<file path="config.mk">
export PLATFORM = sky130hd
export DESIGN_NAME = frame_slack_window_predictor_unit
export DESIGN_NICKNAME = d
export VERILOG_FILES = /design/src/rtl/fswp_pkg.sv /design/src/rtl/fswp_history.sv /design/src/rtl/fswp_mac.sv /design/src/rtl/frame_slack_window_predictor_unit.sv
export SDC_FILE = /design/constraint.sdc
export NUM_CORES = 2
export LEC_CHECK = 0
export BUFFER_PORTS_ARGS = -buffer_cell sky130_fd_sc_hd__buf_2
export CORE_UTILIZATION = 40
export DETAILED_ROUTE_END_ITERATION = 6
export MAX_ROUTING_LAYER = met4
export PLACE_DENSITY = 0.58
export SYNTH_ARGS = -nofsm -noshare
export SYNTH_HDL_FRONTEND = slang
export SYNTH_HIERARCHICAL = 1
export SYNTH_SLANG_ARGS = --single-unit
</file>
<file path="constraint.sdc">
create_clock -name clock -period 11.52 [get_ports clock]
set_input_delay 3.456 -clock clock [delete_from_list [all_inputs] [get_ports clock]]
set_output_delay 3.456 -clock clock [all_outputs]
set_load 0.02 [all_outputs]
</file>
<file path="src/rtl/fswp_pkg.sv">
// ----------------------------------------------------------------------------
// fswp_pkg
// Shared widths, reset values, codes and control types of the frame slack
// window predictor.
// ----------------------------------------------------------------------------
package fswp_pkg;

   // history depth default
   localparam int HISTORY_DEPTH_DEF = 32;

   // field widths
   localparam int TIME_W     = 48;
   localparam int SLACK_W    = 20;
   localparam int AVG_W      = 24;
   localparam int PRED_W     = 32;
   localparam int KIND_W     = 2;
   localparam int BUDGET_W   = 20;
   localparam int WCOUNT_W   = 2;
   localparam int WLEN_W     = 5;
   localparam int WEIGHT_W   = 18;
   localparam int BIAS_W     = 21;
   localparam int CSR_IDX_W  = 3;
   localparam int CSR_DATA_W = 21;

   // datapath widths of the multiply-accumulate unit
   localparam int SUM_W  = 25;
   localparam int PROD_W = 44;
   localparam int ACC_W  = 46;
   localparam int FRAC_W = 16;

   // longest moving sum
   localparam logic [WLEN_W-1:0] WLEN_MAX = 5'd16;

   // rounding constant of the Q16 product sum
   localparam logic signed [ACC_W-1:0] ACC_ROUND = 46'sd32768;

   // register reset values
   localparam logic [BUDGET_W-1:0]        BUDGET_RST = 20'd16667;
   localparam logic [WCOUNT_W-1:0]        WCOUNT_RST = 2'd3;
   localparam logic [WLEN_W-1:0]          WLEN_RST   = 5'd4;
   localparam logic signed [WEIGHT_W-1:0] WEIGHT0_RST = 18'sd57238;
   localparam logic signed [WEIGHT_W-1:0] WEIGHT1_RST = 18'sd7834;
   localparam logic signed [WEIGHT_W-1:0] WEIGHT2_RST = -18'sd3738;
   localparam logic signed [BIAS_W-1:0]   BIAS_RST    = 21'sd11277;

   // register indexes
   localparam logic [CSR_IDX_W-1:0] REG_BUDGET  = 3'd0;
   localparam logic [CSR_IDX_W-1:0] REG_WCOUNT  = 3'd1;
   localparam logic [CSR_IDX_W-1:0] REG_WLEN    = 3'd2;
   localparam logic [CSR_IDX_W-1:0] REG_WEIGHT0 = 3'd3;
   localparam logic [CSR_IDX_W-1:0] REG_WEIGHT1 = 3'd4;
   localparam logic [CSR_IDX_W-1:0] REG_WEIGHT2 = 3'd5;
   localparam logic [CSR_IDX_W-1:0] REG_BIAS    = 3'd6;

   // event kinds
   localparam logic [KIND_W-1:0] KIND_FRAME_END = 2'd0;
   localparam logic [KIND_W-1:0] KIND_QUERY     = 2'd1;
   localparam logic [KIND_W-1:0] KIND_PREDICT   = 2'd2;

   // control of the multiply-accumulate unit
   typedef struct packed {
      logic clear;
      logic mul;
      logic acc;
   } mac_ctl_type;

endpackage

</file>
<file path="src/rtl/fswp_history.sv">
// ----------------------------------------------------------------------------
// fswp_history
// Slack history memory, one write and one registered read port. Entries that
// were never written since reset read as zero through per-entry valid bits.
// ----------------------------------------------------------------------------
module fswp_history
   import fswp_pkg::*;
#(
   parameter int HISTORY_DEPTH = HISTORY_DEPTH_DEF,
   parameter int AW            = $clog2(HISTORY_DEPTH)
) (
   input  logic               clock,
   input  logic               reset,
   input  logic               wr_en,
   input  logic [AW-1:0]      wr_addr,
   input  logic [SLACK_W-1:0] wr_data,
   input  logic [AW-1:0]      rd_addr,
   output logic [SLACK_W-1:0] rd_data
);

   logic [SLACK_W-1:0]       mem [HISTORY_DEPTH];
   logic [HISTORY_DEPTH-1:0] valid_ff;
   logic [HISTORY_DEPTH-1:0] valid_in;
   logic [SLACK_W-1:0]       rd_data_ff;
   logic                     rd_valid_ff;

   // memory write and registered read
   always_ff @(posedge clock) begin
      if (wr_en) begin
         mem[wr_addr] <= wr_data;
      end
      rd_data_ff <= mem[rd_addr];
   end

   // valid bits mark written entries
   always_comb begin
      valid_in = valid_ff;
      if (wr_en) begin
         valid_in[wr_addr] = 1'b1;
      end
   end

   always_ff @(posedge clock) begin
      if (reset) begin
         valid_ff    <= '0;
         rd_valid_ff <= 1'b0;
      end else begin
         valid_ff    <= valid_in;
         rd_valid_ff <= valid_ff[rd_addr];
      end
   end

   // unwritten entries read as zero
   assign rd_data = rd_valid_ff ? rd_data_ff : '0;

endmodule

</file>
<file path="src/rtl/fswp_mac.sv">
// ----------------------------------------------------------------------------
// fswp_mac
// Shared multiply-accumulate unit: one registered product of a moving sum and
// its Q16 weight, then one add into the accumulator.
// ----------------------------------------------------------------------------
module fswp_mac
   import fswp_pkg::*;
(
   input  logic                       clock,
   input  mac_ctl_type                ctl,
   input  logic [SUM_W-1:0]           sum,
   input  logic signed [WEIGHT_W-1:0] weight,
   output logic signed [ACC_W-1:0]    acc
);

   logic signed [PROD_W-1:0] prod_ff;
   logic signed [ACC_W-1:0]  acc_ff;
   logic signed [ACC_W-1:0]  acc_in;
   logic signed [SUM_W:0]    sum_s;

   assign sum_s = $signed({1'b0, sum});

   // product stage
   always_ff @(posedge clock) begin
      if (ctl.mul) begin
         prod_ff <= PROD_W'(sum_s * weight);
      end
   end

   // accumulator, cleared to the rounding constant
   always_comb begin
      acc_in = acc_ff;
      if (ctl.clear) begin
         acc_in = ACC_ROUND;
      end else if (ctl.acc) begin
         acc_in = acc_ff + ACC_W'(prod_ff);
      end
   end

   always_ff @(posedge clock) begin
      acc_ff <= acc_in;
   end

   assign acc = acc_ff;

endmodule

</file>
<file path="src/rtl/frame_slack_window_predictor_unit.sv">
// ----------------------------------------------------------------------------
// frame_slack_window_predictor_unit
// Frame timing tracker and slack window predictor with a sequenced datapath.
// ----------------------------------------------------------------------------
// One event is worked on at a time; req_stall stays high from the transfer of
// an event until its result is loaded into the output register. A predict
// sums count lags of length entries each, up to three lags of sixteen
// entries: the history memory gives one entry per cycle into the moving sum,
// the moving sum waits for its registered read to drain, and the single
// multiplier and accumulator weight each lag in turn.
// Kind 3 is taken and dropped with no result. A result is held in the output
// register while the output side stalls; the next event is still taken, but
// once it is finished it waits with req_stall high until that register is
// free. The history reads as zero after reset without any clearing pass.
// ----------------------------------------------------------------------------
module frame_slack_window_predictor_unit
   import fswp_pkg::*;
#(
   parameter int HISTORY_DEPTH = HISTORY_DEPTH_DEF
) (
   input  logic                     clock,
   input  logic                     reset,
   // event channel
   input  logic                     req_valid,
   output logic                     req_stall,
   input  logic [KIND_W-1:0]        req_kind,
   input  logic [TIME_W-1:0]        req_frame_begin_us,
   input  logic [TIME_W-1:0]        req_now_us,
   // result channel
   output logic                     rsp_valid,
   input  logic                     rsp_stall,
   output logic [SLACK_W-1:0]       rsp_slack_us,
   output logic [AVG_W-1:0]         rsp_avg_frame_us,
   output logic signed [PRED_W-1:0] rsp_prediction_us,
   output logic [KIND_W-1:0]        rsp_echo_kind,
   // register write channel
   input  logic                     csr_valid,
   output logic                     csr_ready,
   input  logic [CSR_IDX_W-1:0]     csr_index,
   input  logic [CSR_DATA_W-1:0]    csr_wdata
);

   localparam int AW = $clog2(HISTORY_DEPTH);

   typedef enum logic [10:0] {
      S_IDLE   = 11'b000_0000_0001,
      S_FEND1  = 11'b000_0000_0010,
      S_FEND2  = 11'b000_0000_0100,
      S_QRY1   = 11'b000_0000_1000,
      S_QRY2   = 11'b000_0001_0000,
      S_PSTART = 11'b000_0010_0000,
      S_PSUM   = 11'b000_0100_0000,
      S_PMUL   = 11'b000_1000_0000,
      S_PACC   = 11'b001_0000_0000,
      S_PFIN   = 11'b010_0000_0000,
      S_DONE   = 11'b100_0000_0000
   } state_type;

   state_type state_ff, state_in;

   // configuration registers
   logic [BUDGET_W-1:0]        budget_ff, budget_in;
   logic [WCOUNT_W-1:0]        wcount_ff, wcount_in;
   logic [WLEN_W-1:0]          wlen_ff, wlen_in;
   logic signed [WEIGHT_W-1:0] weight_ff [3];
   logic signed [WEIGHT_W-1:0] weight_in [3];
   logic signed [BIAS_W-1:0]   bias_ff, bias_in;

   // block state
   logic [AW-1:0]      head_ff, head_in;
   logic [AVG_W-1:0]   avg_ff, avg_in;
   logic [SLACK_W-1:0] cur_slack_ff, cur_slack_in;
   logic [TIME_W-1:0]  last_end_ff, last_end_in;

   // captured event
   logic [KIND_W-1:0] kind_ff, kind_in;
   logic [TIME_W-1:0] begin_ff, begin_in;
   logic [TIME_W-1:0] now_ff, now_in;

   // working registers
   logic [AVG_W-1:0]         ft_ff, ft_in;
   logic [SLACK_W:0]         elapsed_ff, elapsed_in;
   logic [1:0]               lag_ff, lag_in;
   logic [AW-1:0]            ptr_ff, ptr_in;
   logic [WLEN_W-1:0]        cnt_ff, cnt_in;
   logic                     pend_ff, pend_in;
   logic [SUM_W-1:0]         sum_ff, sum_in;
   logic [SLACK_W-1:0]       slack_res_ff, slack_res_in;
   logic signed [PRED_W-1:0] pred_res_ff, pred_res_in;

   // output register
   logic                     rsp_valid_ff, rsp_valid_in;
   logic [SLACK_W-1:0]       rsp_slack_ff, rsp_slack_in;
   logic [AVG_W-1:0]         rsp_avg_ff, rsp_avg_in;
   logic signed [PRED_W-1:0] rsp_pred_ff, rsp_pred_in;
   logic [KIND_W-1:0]        rsp_kind_ff, rsp_kind_in;

   // combinational helpers
   logic                      req_take;
   logic                      out_free;
   logic [TIME_W:0]           t_diff;
   logic [AVG_W+1:0]          avg_sum;
   logic [AVG_W:0]            budget_diff;
   logic [SLACK_W:0]          slack_diff;
   logic [WLEN_W-1:0]         len;
   logic [AW:0]               ptr_start;
   logic                      issue;
   logic signed [PRED_W-1:0]  acc_shift;
   logic                      hist_wr;
   logic [SLACK_W-1:0]        hist_rd_data;
   mac_ctl_type               mac_ctl;
   logic signed [ACC_W-1:0]   mac_acc;

   assign csr_ready = 1'b1;
   assign req_stall = (state_ff != S_IDLE);
   assign req_take  = req_valid && !req_stall;
   assign out_free  = !rsp_valid_ff || !rsp_stall;

   // shared wide subtract for frame time and elapsed time
   assign t_diff = (state_ff == S_FEND1) ? {1'b0, now_ff} - {1'b0, begin_ff}
                                         : {1'b0, now_ff} - {1'b0, last_end_ff};

   // running average and budget slack
   assign avg_sum     = {2'b00, avg_ff} + {1'b0, avg_ff, 1'b0} + {2'b00, ft_ff};
   assign budget_diff = {5'd0, budget_ff} - {1'b0, ft_ff};
   assign slack_diff  = {1'b0, cur_slack_ff} - elapsed_ff;

   // moving sum setup
   assign len       = (wlen_ff > WLEN_MAX) ? WLEN_MAX : wlen_ff;
   assign ptr_start = {1'b0, head_ff} - (AW+1)'({1'b0, lag_ff} + 3'd1);
   assign issue     = (cnt_ff != len);

   // rounded Q16 product sum
   assign acc_shift = PRED_W'(mac_acc >>> FRAC_W);

   // configuration writes
   always_comb begin
      budget_in = budget_ff;
      wcount_in = wcount_ff;
      wlen_in   = wlen_ff;
      weight_in = weight_ff;
      bias_in   = bias_ff;
      if (csr_valid && csr_ready) begin
         unique case (csr_index)
            REG_BUDGET:  budget_in    = csr_wdata[BUDGET_W-1:0];
            REG_WCOUNT:  wcount_in    = csr_wdata[WCOUNT_W-1:0];
            REG_WLEN:    wlen_in      = csr_wdata[WLEN_W-1:0];
            REG_WEIGHT0: weight_in[0] = $signed(csr_wdata[WEIGHT_W-1:0]);
            REG_WEIGHT1: weight_in[1] = $signed(csr_wdata[WEIGHT_W-1:0]);
            REG_WEIGHT2: weight_in[2] = $signed(csr_wdata[WEIGHT_W-1:0]);
            REG_BIAS:    bias_in      = $signed(csr_wdata[BIAS_W-1:0]);
            default: ;
         endcase
      end
   end

   // sequencer and datapath
   always_comb begin
      state_in     = state_ff;
      head_in      = head_ff;
      avg_in       = avg_ff;
      cur_slack_in = cur_slack_ff;
      last_end_in  = last_end_ff;
      kind_in      = kind_ff;
      begin_in     = begin_ff;
      now_in       = now_ff;
      ft_in        = ft_ff;
      elapsed_in   = elapsed_ff;
      lag_in       = lag_ff;
      ptr_in       = ptr_ff;
      cnt_in       = cnt_ff;
      pend_in      = pend_ff;
      sum_in       = sum_ff;
      slack_res_in = slack_res_ff;
      pred_res_in  = pred_res_ff;
      rsp_slack_in = rsp_slack_ff;
      rsp_avg_in   = rsp_avg_ff;
      rsp_pred_in  = rsp_pred_ff;
      rsp_kind_in  = rsp_kind_ff;
      rsp_valid_in = rsp_valid_ff && rsp_stall;
      hist_wr      = 1'b0;
      mac_ctl      = '0;

      unique case (state_ff)
         S_IDLE: begin
            if (req_take) begin
               kind_in  = req_kind;
               begin_in = req_frame_begin_us;
               now_in   = req_now_us;
               lag_in   = '0;
               unique case (req_kind)
                  KIND_FRAME_END: state_in = S_FEND1;
                  KIND_QUERY:     state_in = S_QRY1;
                  KIND_PREDICT: begin
                     mac_ctl.clear = 1'b1;
                     state_in      = S_PSTART;
                  end
                  default: state_in = S_IDLE;
               endcase
            end
         end

         // frame time, saturated at 24 bits, zero when the frame begins late
         S_FEND1: begin
            if (t_diff[TIME_W]) begin
               ft_in = '0;
            end else if (|t_diff[TIME_W-1:AVG_W]) begin
               ft_in = '1;
            end else begin
               ft_in = t_diff[AVG_W-1:0];
            end
            state_in = S_FEND2;
         end

         // average, slack and history push
         S_FEND2: begin
            avg_in       = (avg_ff == '0) ? ft_ff : avg_sum[AVG_W+1:2];
            cur_slack_in = budget_diff[AVG_W] ? '0 : budget_diff[SLACK_W-1:0];
            slack_res_in = cur_slack_in;
            pred_res_in  = '0;
            last_end_in  = now_ff;
            hist_wr      = 1'b1;
            head_in      = (head_ff == AW'(HISTORY_DEPTH - 1)) ? '0 : head_ff + 1'b1;
            state_in     = S_DONE;
         end

         // elapsed time, clamped above any slack value
         S_QRY1: begin
            if (t_diff[TIME_W]) begin
               elapsed_in = '0;
            end else if (|t_diff[TIME_W-1:SLACK_W]) begin
               elapsed_in = {1'b1, {SLACK_W{1'b0}}};
            end else begin
               elapsed_in = {1'b0, t_diff[SLACK_W-1:0]};
            end
            state_in = S_QRY2;
         end

         S_QRY2: begin
            slack_res_in = slack_diff[SLACK_W] ? '0 : slack_diff[SLACK_W-1:0];
            pred_res_in  = '0;
            state_in     = S_DONE;
         end

         // next lag or finish
         S_PSTART: begin
            if (lag_ff >= wcount_ff) begin
               state_in = S_PFIN;
            end else begin
               ptr_in   = ptr_start[AW] ? AW'(ptr_start + (AW+1)'(HISTORY_DEPTH))
                                        : ptr_start[AW-1:0];
               cnt_in   = '0;
               pend_in  = 1'b0;
               sum_in   = '0;
               state_in = S_PSUM;
            end
         end

         // one history read per cycle, newest first
         S_PSUM: begin
            pend_in = issue;
            if (issue) begin
               ptr_in = (ptr_ff == '0) ? AW'(HISTORY_DEPTH - 1) : ptr_ff - 1'b1;
               cnt_in = cnt_ff + 1'b1;
            end
            if (pend_ff) begin
               sum_in = sum_ff + SUM_W'(hist_rd_data);
            end
            if (!issue && !pend_ff) begin
               state_in = S_PMUL;
            end
         end

         S_PMUL: begin
            mac_ctl.mul = 1'b1;
            state_in    = S_PACC;
         end

         S_PACC: begin
            mac_ctl.acc = 1'b1;
            lag_in      = lag_ff + 1'b1;
            state_in    = S_PSTART;
         end

         S_PFIN: begin
            pred_res_in  = acc_shift + PRED_W'(bias_ff);
            slack_res_in = cur_slack_ff;
            state_in     = S_DONE;
         end

         // load the output register once it is free
         S_DONE: begin
            if (out_free) begin
               rsp_valid_in = 1'b1;
               rsp_slack_in = slack_res_ff;
               rsp_avg_in   = avg_ff;
               rsp_pred_in  = pred_res_ff;
               rsp_kind_in  = kind_ff;
               state_in     = S_IDLE;
            end
         end

         default: state_in = S_IDLE;
      endcase
   end

   // control and architectural state
   always_ff @(posedge clock) begin
      if (reset) begin
         state_ff     <= S_IDLE;
         budget_ff    <= BUDGET_RST;
         wcount_ff    <= WCOUNT_RST;
         wlen_ff      <= WLEN_RST;
         weight_ff[0] <= WEIGHT0_RST;
         weight_ff[1] <= WEIGHT1_RST;
         weight_ff[2] <= WEIGHT2_RST;
         bias_ff      <= BIAS_RST;
         head_ff      <= '0;
         avg_ff       <= '0;
         cur_slack_ff <= '0;
         last_end_ff  <= '0;
         rsp_valid_ff <= 1'b0;
      end else begin
         state_ff     <= state_in;
         budget_ff    <= budget_in;
         wcount_ff    <= wcount_in;
         wlen_ff      <= wlen_in;
         weight_ff    <= weight_in;
         bias_ff      <= bias_in;
         head_ff      <= head_in;
         avg_ff       <= avg_in;
         cur_slack_ff <= cur_slack_in;
         last_end_ff  <= last_end_in;
         rsp_valid_ff <= rsp_valid_in;
      end
   end

   // payload and working registers
   always_ff @(posedge clock) begin
      kind_ff      <= kind_in;
      begin_ff     <= begin_in;
      now_ff       <= now_in;
      ft_ff        <= ft_in;
      elapsed_ff   <= elapsed_in;
      lag_ff       <= lag_in;
      ptr_ff       <= ptr_in;
      cnt_ff       <= cnt_in;
      pend_ff      <= pend_in;
      sum_ff       <= sum_in;
      slack_res_ff <= slack_res_in;
      pred_res_ff  <= pred_res_in;
      rsp_slack_ff <= rsp_slack_in;
      rsp_avg_ff   <= rsp_avg_in;
      rsp_pred_ff  <= rsp_pred_in;
      rsp_kind_ff  <= rsp_kind_in;
   end

   // slack history
   fswp_history #(
      .HISTORY_DEPTH (HISTORY_DEPTH),
      .AW            (AW)
   ) u_history (
      .clock   (clock),
      .reset   (reset),
      .wr_en   (hist_wr),
      .wr_addr (head_ff),
      .wr_data (cur_slack_in),
      .rd_addr (ptr_ff),
      .rd_data (hist_rd_data)
   );

   // shared multiply-accumulate
   fswp_mac u_mac (
      .clock  (clock),
      .ctl    (mac_ctl),
      .sum    (sum_ff),
      .weight (weight_ff[lag_ff]),
      .acc    (mac_acc)
   );

   assign rsp_valid         = rsp_valid_ff;
   assign rsp_slack_us      = rsp_slack_ff;
   assign rsp_avg_frame_us  = rsp_avg_ff;
   assign rsp_prediction_us = rsp_pred_ff;
   assign rsp_echo_kind     = rsp_kind_ff;

endmodule
</file>
---- Yosys cells after proc, flatten, opt, wreduce, memory -nomap -nowiden ----
Memories as Yosys holds them, arrays and structs flattened. A register that Yosys moved wholly into a read port is not among the register bits.
Cells that the tools add are included.
word-level totals
  bits of input ports ..................... 127
  flip-flop bits (word level) ............. 645
  memories ................................ 1
  RAM bits ................................ 640
  word-level logic and storage cells ...... 175
memory list
  name           depth  bits a word  rd ports  clocked after memory_dff  write ports  RTL line            text
  u_history.mem  32     20           1         1                         1            fswp_history.sv:21  logic [SLACK_W-1:0] mem [HISTORY_DEPTH];
operators by class
  mux-type cells .......................... 50
  bitwise gates (word level) .............. 2
  order comparisons ....................... 6
  add/sub/neg operators ................... 16
  multiply operators ...................... 1
  reduce and logical (&&, ||, !) cells .... 37
  equal/unequal tests ..................... 28
operators by type and width
  operator          number
  $pmux 11 s9       1
  $sub 48x48->49    2
  $mux 20           4
  $pmux 32 s2       1
  $pmux 20 s3       1
  $mux 25           2
  $pmux 25 s2       1
  $mux 49           1
  $mux 24           2
  $add 46x44->46    1
  $mul 26x18->44    1
  $mux 5            8
  $bmux 18 s2       1
  $mux 18           2
  $mux 11           3
  $or 32x32->32     1
  $add 30x21->31    1
  $reduce_or 29->1  1
  $reduce_or 28->1  1
  $add 24x25->26    1
  $add 26x24->26    1
  $add 25x20->25    1
  $sub 20x24->25    1
  $logic_not 24->1  1
  other kinds (55)  100

---- Longest topological paths before layout ----
  depth after elaboration ................. 7
  depth in mapped cells ................... 30
  mapped depth without buffers ............ 28

---- By module ----
Netlist, hierarchy kept.
by module, submodules not included
  module                             sequential area each (µm²)  cells each  area each (µm²)  times used
  frame_slack_window_predictor_unit  13503.0                     2927        28721.3          1
  fswp_history                       20279.4                     1122        26151.3          1
  fswp_mac                           2242.2                      2319        20325.7          1

---- Worst setup path before layout ----
Ideal clock, no wire load.
  kind .................................... input-to-reg
  start point ............................. input req_valid
  end point ............................... register begin_ff[0], enable pin
  data arrival time ....................... 7.573 ns
  buffers on the path ..................... 0
  library setup time ...................... 0.556 ns
  data required time ...................... 10.964 ns
  stages on the path ...................... 2
  slack ................................... 3.390 ns
  path through ............................ inv_1 > nor2_1
between the ends
  cells in the longest elaborated chain, start to end .. 2
RTL lines
  item                        RTL line                                  text
  from (decl)                 frame_slack_window_predictor_unit.sv:24   input logic req_valid,
  $logic_and 1x1->1           frame_slack_window_predictor_unit.sv:116  assign req_take = req_valid && !req_stall;
  $reduce_and 2->1 (no line)  --
  to (signal assigned)        frame_slack_window_predictor_unit.sv:341  begin_ff <= begin_in;
  to (decl)                   frame_slack_window_predictor_unit.sv:77   logic [TIME_W-1:0] begin_ff, begin_in;
No other way between the ends.
A chain may end at the register's enable or synchronous reset.

---- Worst setup path after layout ----
  start point ............................. register lag_ff[0]
  end point ............................... register u_mac.prod_ff[43] (data pin)
between the ends
  cells in the longest elaborated chain, start to end .. 5
RTL lines
  item                                        RTL line                                  text
  from (decl)                                 frame_slack_window_predictor_unit.sv:83   logic [1:0] lag_ff, lag_in;
  from (signal assigned)                      frame_slack_window_predictor_unit.sv:345  lag_ff <= lag_in;
  $not 2->3 (not written as such)             frame_slack_window_predictor_unit.sv:377  .weight (weight_ff[lag_ff]),
  $bmux 18 s2                                 frame_slack_window_predictor_unit.sv:377
  $mux 18 (not written as such) (2 in a row)  frame_slack_window_predictor_unit.sv:377
  $mul 26x18->44                              fswp_mac.sv:26                            prod_ff <= PROD_W'(sum_s * weight);
  to (signal assigned)                        fswp_mac.sv:26
  to (decl)                                   fswp_mac.sv:16                            logic signed [PROD_W-1:0] prod_ff;
No other way between the ends. The select of a mux whose other input is x is not followed.

==> out/qor.csv <==
metric,value,unit
fin crit share,79.2,%
Post-CTS Setup Repair Bufs,0,
Worst Min Path Start,pred_res_ff[10]$_SDFFCE_PP0P_,
Fin Clk Skew,0.0629,ns
number of enable flip-flop cells after synthesis,993,
status,"complete, no violations",
Top Ports,208,
pre-CTS WS,2.45,ns
core footprint,186000,sq um
CTS tree,done,
Yosys top cell by area,edfxtp_1,
Post-DRT Antenna Nets,0,
initial antenna violation count,4,
relative slew slack,16.5,%
GRT Total Usage,21.7,%
Clock Tree Buf Depth,3,
1st-pass router iterations,7,
H-tree levels,4,
Die Height,436,um
Setup CP Type,flop to flop,
RSZ-0062 raised after global routing,no,
"commonest non-fill, non-tap cell in the layout",edfxtp_1,
CTS root buf,clkbuf_16,
pin count of the biggest net entering global routing,114,
vias in the first global route,49500,
"Seq/Total Area, Yosys",47.9,%
crit end category,flop,
Post-Syn Area,75200,sq um
Final WS setup,2.40,ns
row count,158,
hold buffer count at CTS,0,
dpl cells,8853,
Seq cells post-synth,1303,
share of cells above drive strength 1,13.2,%
dpl hpwl,139000,um
Final TNS setup,0,ns
cts repair resizes,0,
count of non-filler cells in the finished layout,9123,
cells after synthesis,6368,
port buffer count,206,
die area,190000,sq um
worst-margin pin slew,1.25,ns
global placer's final weighted congestion,0.897,
top_reg_cell synth,edfxtp_1,
share of flip-flops with an asynchronous set or reset,0,%
via count,49200,
Critical Path RT,12.00,ns
"Distinct cells, synth",96,
Total Routed Length,201000,um
Startpoint Class,flop,
Area contributors post-synth,"edfxtp_1 (40%), fa_1 (11%), dfxtp_1 (8.3%), ha_1 (6.2%), mux4_2 (6.2%)",
initial core utilization,40.4,%
Slew Limit Fails,0,
crit path DAT,9.59,ns
# setup viols final,0,
"Hold Violations, Final",0,
Synth Net Count,7267,
"commonest cells after routing, fill and taps aside","edfxtp_1 (993), nand2_1 (760), inv_1 (612)",
Layout area overhead,11.8,%
top-area cell type share of the netlist area,39.7,%
Max-Cap Viols,0,
WL/cell,22.0,um
Nets,7417,
CP max FO,25,
Skew-Pair Late Insertion Delay,0.80,ns
via density per instance,5.39,
fin util,45.2,%
Worst Setup SP,lag_ff[0]$_SDFFCE_PN0P_,
Remaining DRCs,0,
Hold WC Path Type,flop to flop,
Tmin final,9.12,ns
total grt overflow,0,
Syn. warnings,6,
CTS buffer count,143,
Fmax,110,MHz
Mean Syn Cell Area,11.8,sq um
Die X,436,um
Iter 0 DRT Violations,3730,
reg-to-reg critical path startpoint,lag_ff[0]$_SDFFCE_PN0P_,
first-pass GRT wire length,305000,um
CTS sink count,1303,
"CTS clk-pin slew, worst paths",0.06,ns
worst max-delay path, stage by stage, from the launching register on:
cell      delay (ns)
edfxtp_1        1.07
inv_1           0.25
nor2_1          0.90
nand2_1         0.22
o21ai_4         0.10
buf_4           0.38
nand2_1         0.14
fa_1            0.55
inv_1           0.05
fa_1            0.55
fa_1            0.43
fa_1            0.46
fa_1            0.49
inv_1           0.05
fa_1            0.47
inv_1           0.04
ha_1            0.33
a21o_1          0.20
a2111o_1        0.43
o31ai_1         0.35
o211ai_1        0.38
o311a_4         0.44
nor3_4          0.21
o211ai_1        0.14
xnor2_1         0.15
state kept, by name (all words and copies together) (netlist names), 32 cells and up:
signal              cells
begin_ff               48
u_mac/acc              46
now_ff                 48
weight_ff              54
u_mac/prod_ff          44
u_history/mem         640
last_end_ff            48
u_history/valid_ff     32
cells by family (layout without fill, tap and decap cells):
logic type | after synthesis | in the layout | synth area share (%)
compound gates | 989 | 989 | 8.52
xor+xnor | 210 | 210 | 2.45
fa+ha+maj | 772 | 772 | 16.8
buf+inv | 904 | 1177 | 4.68
flops | 1303 | 1303 | 47.9
mux | 337 | 337 | 7.95
other cells | 1 | 3 | 0.00499
simple gates | 1852 | 1852 | 11.7
area by class of cell:
cell class                 count  area, sq um
antenna                        2         5.00
clock buffer                 186         3950
clock inverter                82          968
fill                       17000       102000
inverter                     619         2320
multi-input combinational   4161        36000
sequential                  1303        36000
tap                         2480         3100
timing repair buffer         290         1680
Yosys cell counts, types with 80 or more instances:
library cell and number:
clkbuf_1 218, nand3_1 101, a21oi_1 343, fa_1 399
xnor2_1 130, mux4_2 206, nor2_1 385, mux2i_1 107
nand2_1 760, dfxtp_1 310, edfxtp_1 993, a21o_1 87
ha_1 373, o21ai_0 149, and2_1 225, inv_1 617
xor2_1 80
routing by layer:
layer	global-route usage (%)	vias up	part of all wire, %
met1	27.4	24900	42
li1	-	22800	-
met5	-	-	0
met2	36.4	1276	50
met4	7.10	0	3.1
met3	2.52	293	4.6
path summary, 6_finish.rpt:
check                                                       end  slack [ns]  cells past startpoint
worst max-delay path                u_mac/prod_ff[43]$_DFFE_PP_        2.40                     24
worst min-delay path            rsp_prediction_us[10]$_DFFE_PP_        0.40                      0
worst max register to register      u_mac/prod_ff[43]$_DFFE_PP_        2.40                     24
worst min register to register  rsp_prediction_us[10]$_DFFE_PP_        0.40                      0
metrics by stage:
step	hold WS [ns]	cell area [sq um]
2_1_floorplan	0.400	75200
3_3_place_gp	0.405	79100
3_5_place_dp	0.405	79100
4_1_cts	0.400	84000
5_1_grt	0.397	84000
6_report	0.403	84000
Power is not shown: default switching activity piles up to over one toggle a cycle in this logic, so the estimate is an artifact.
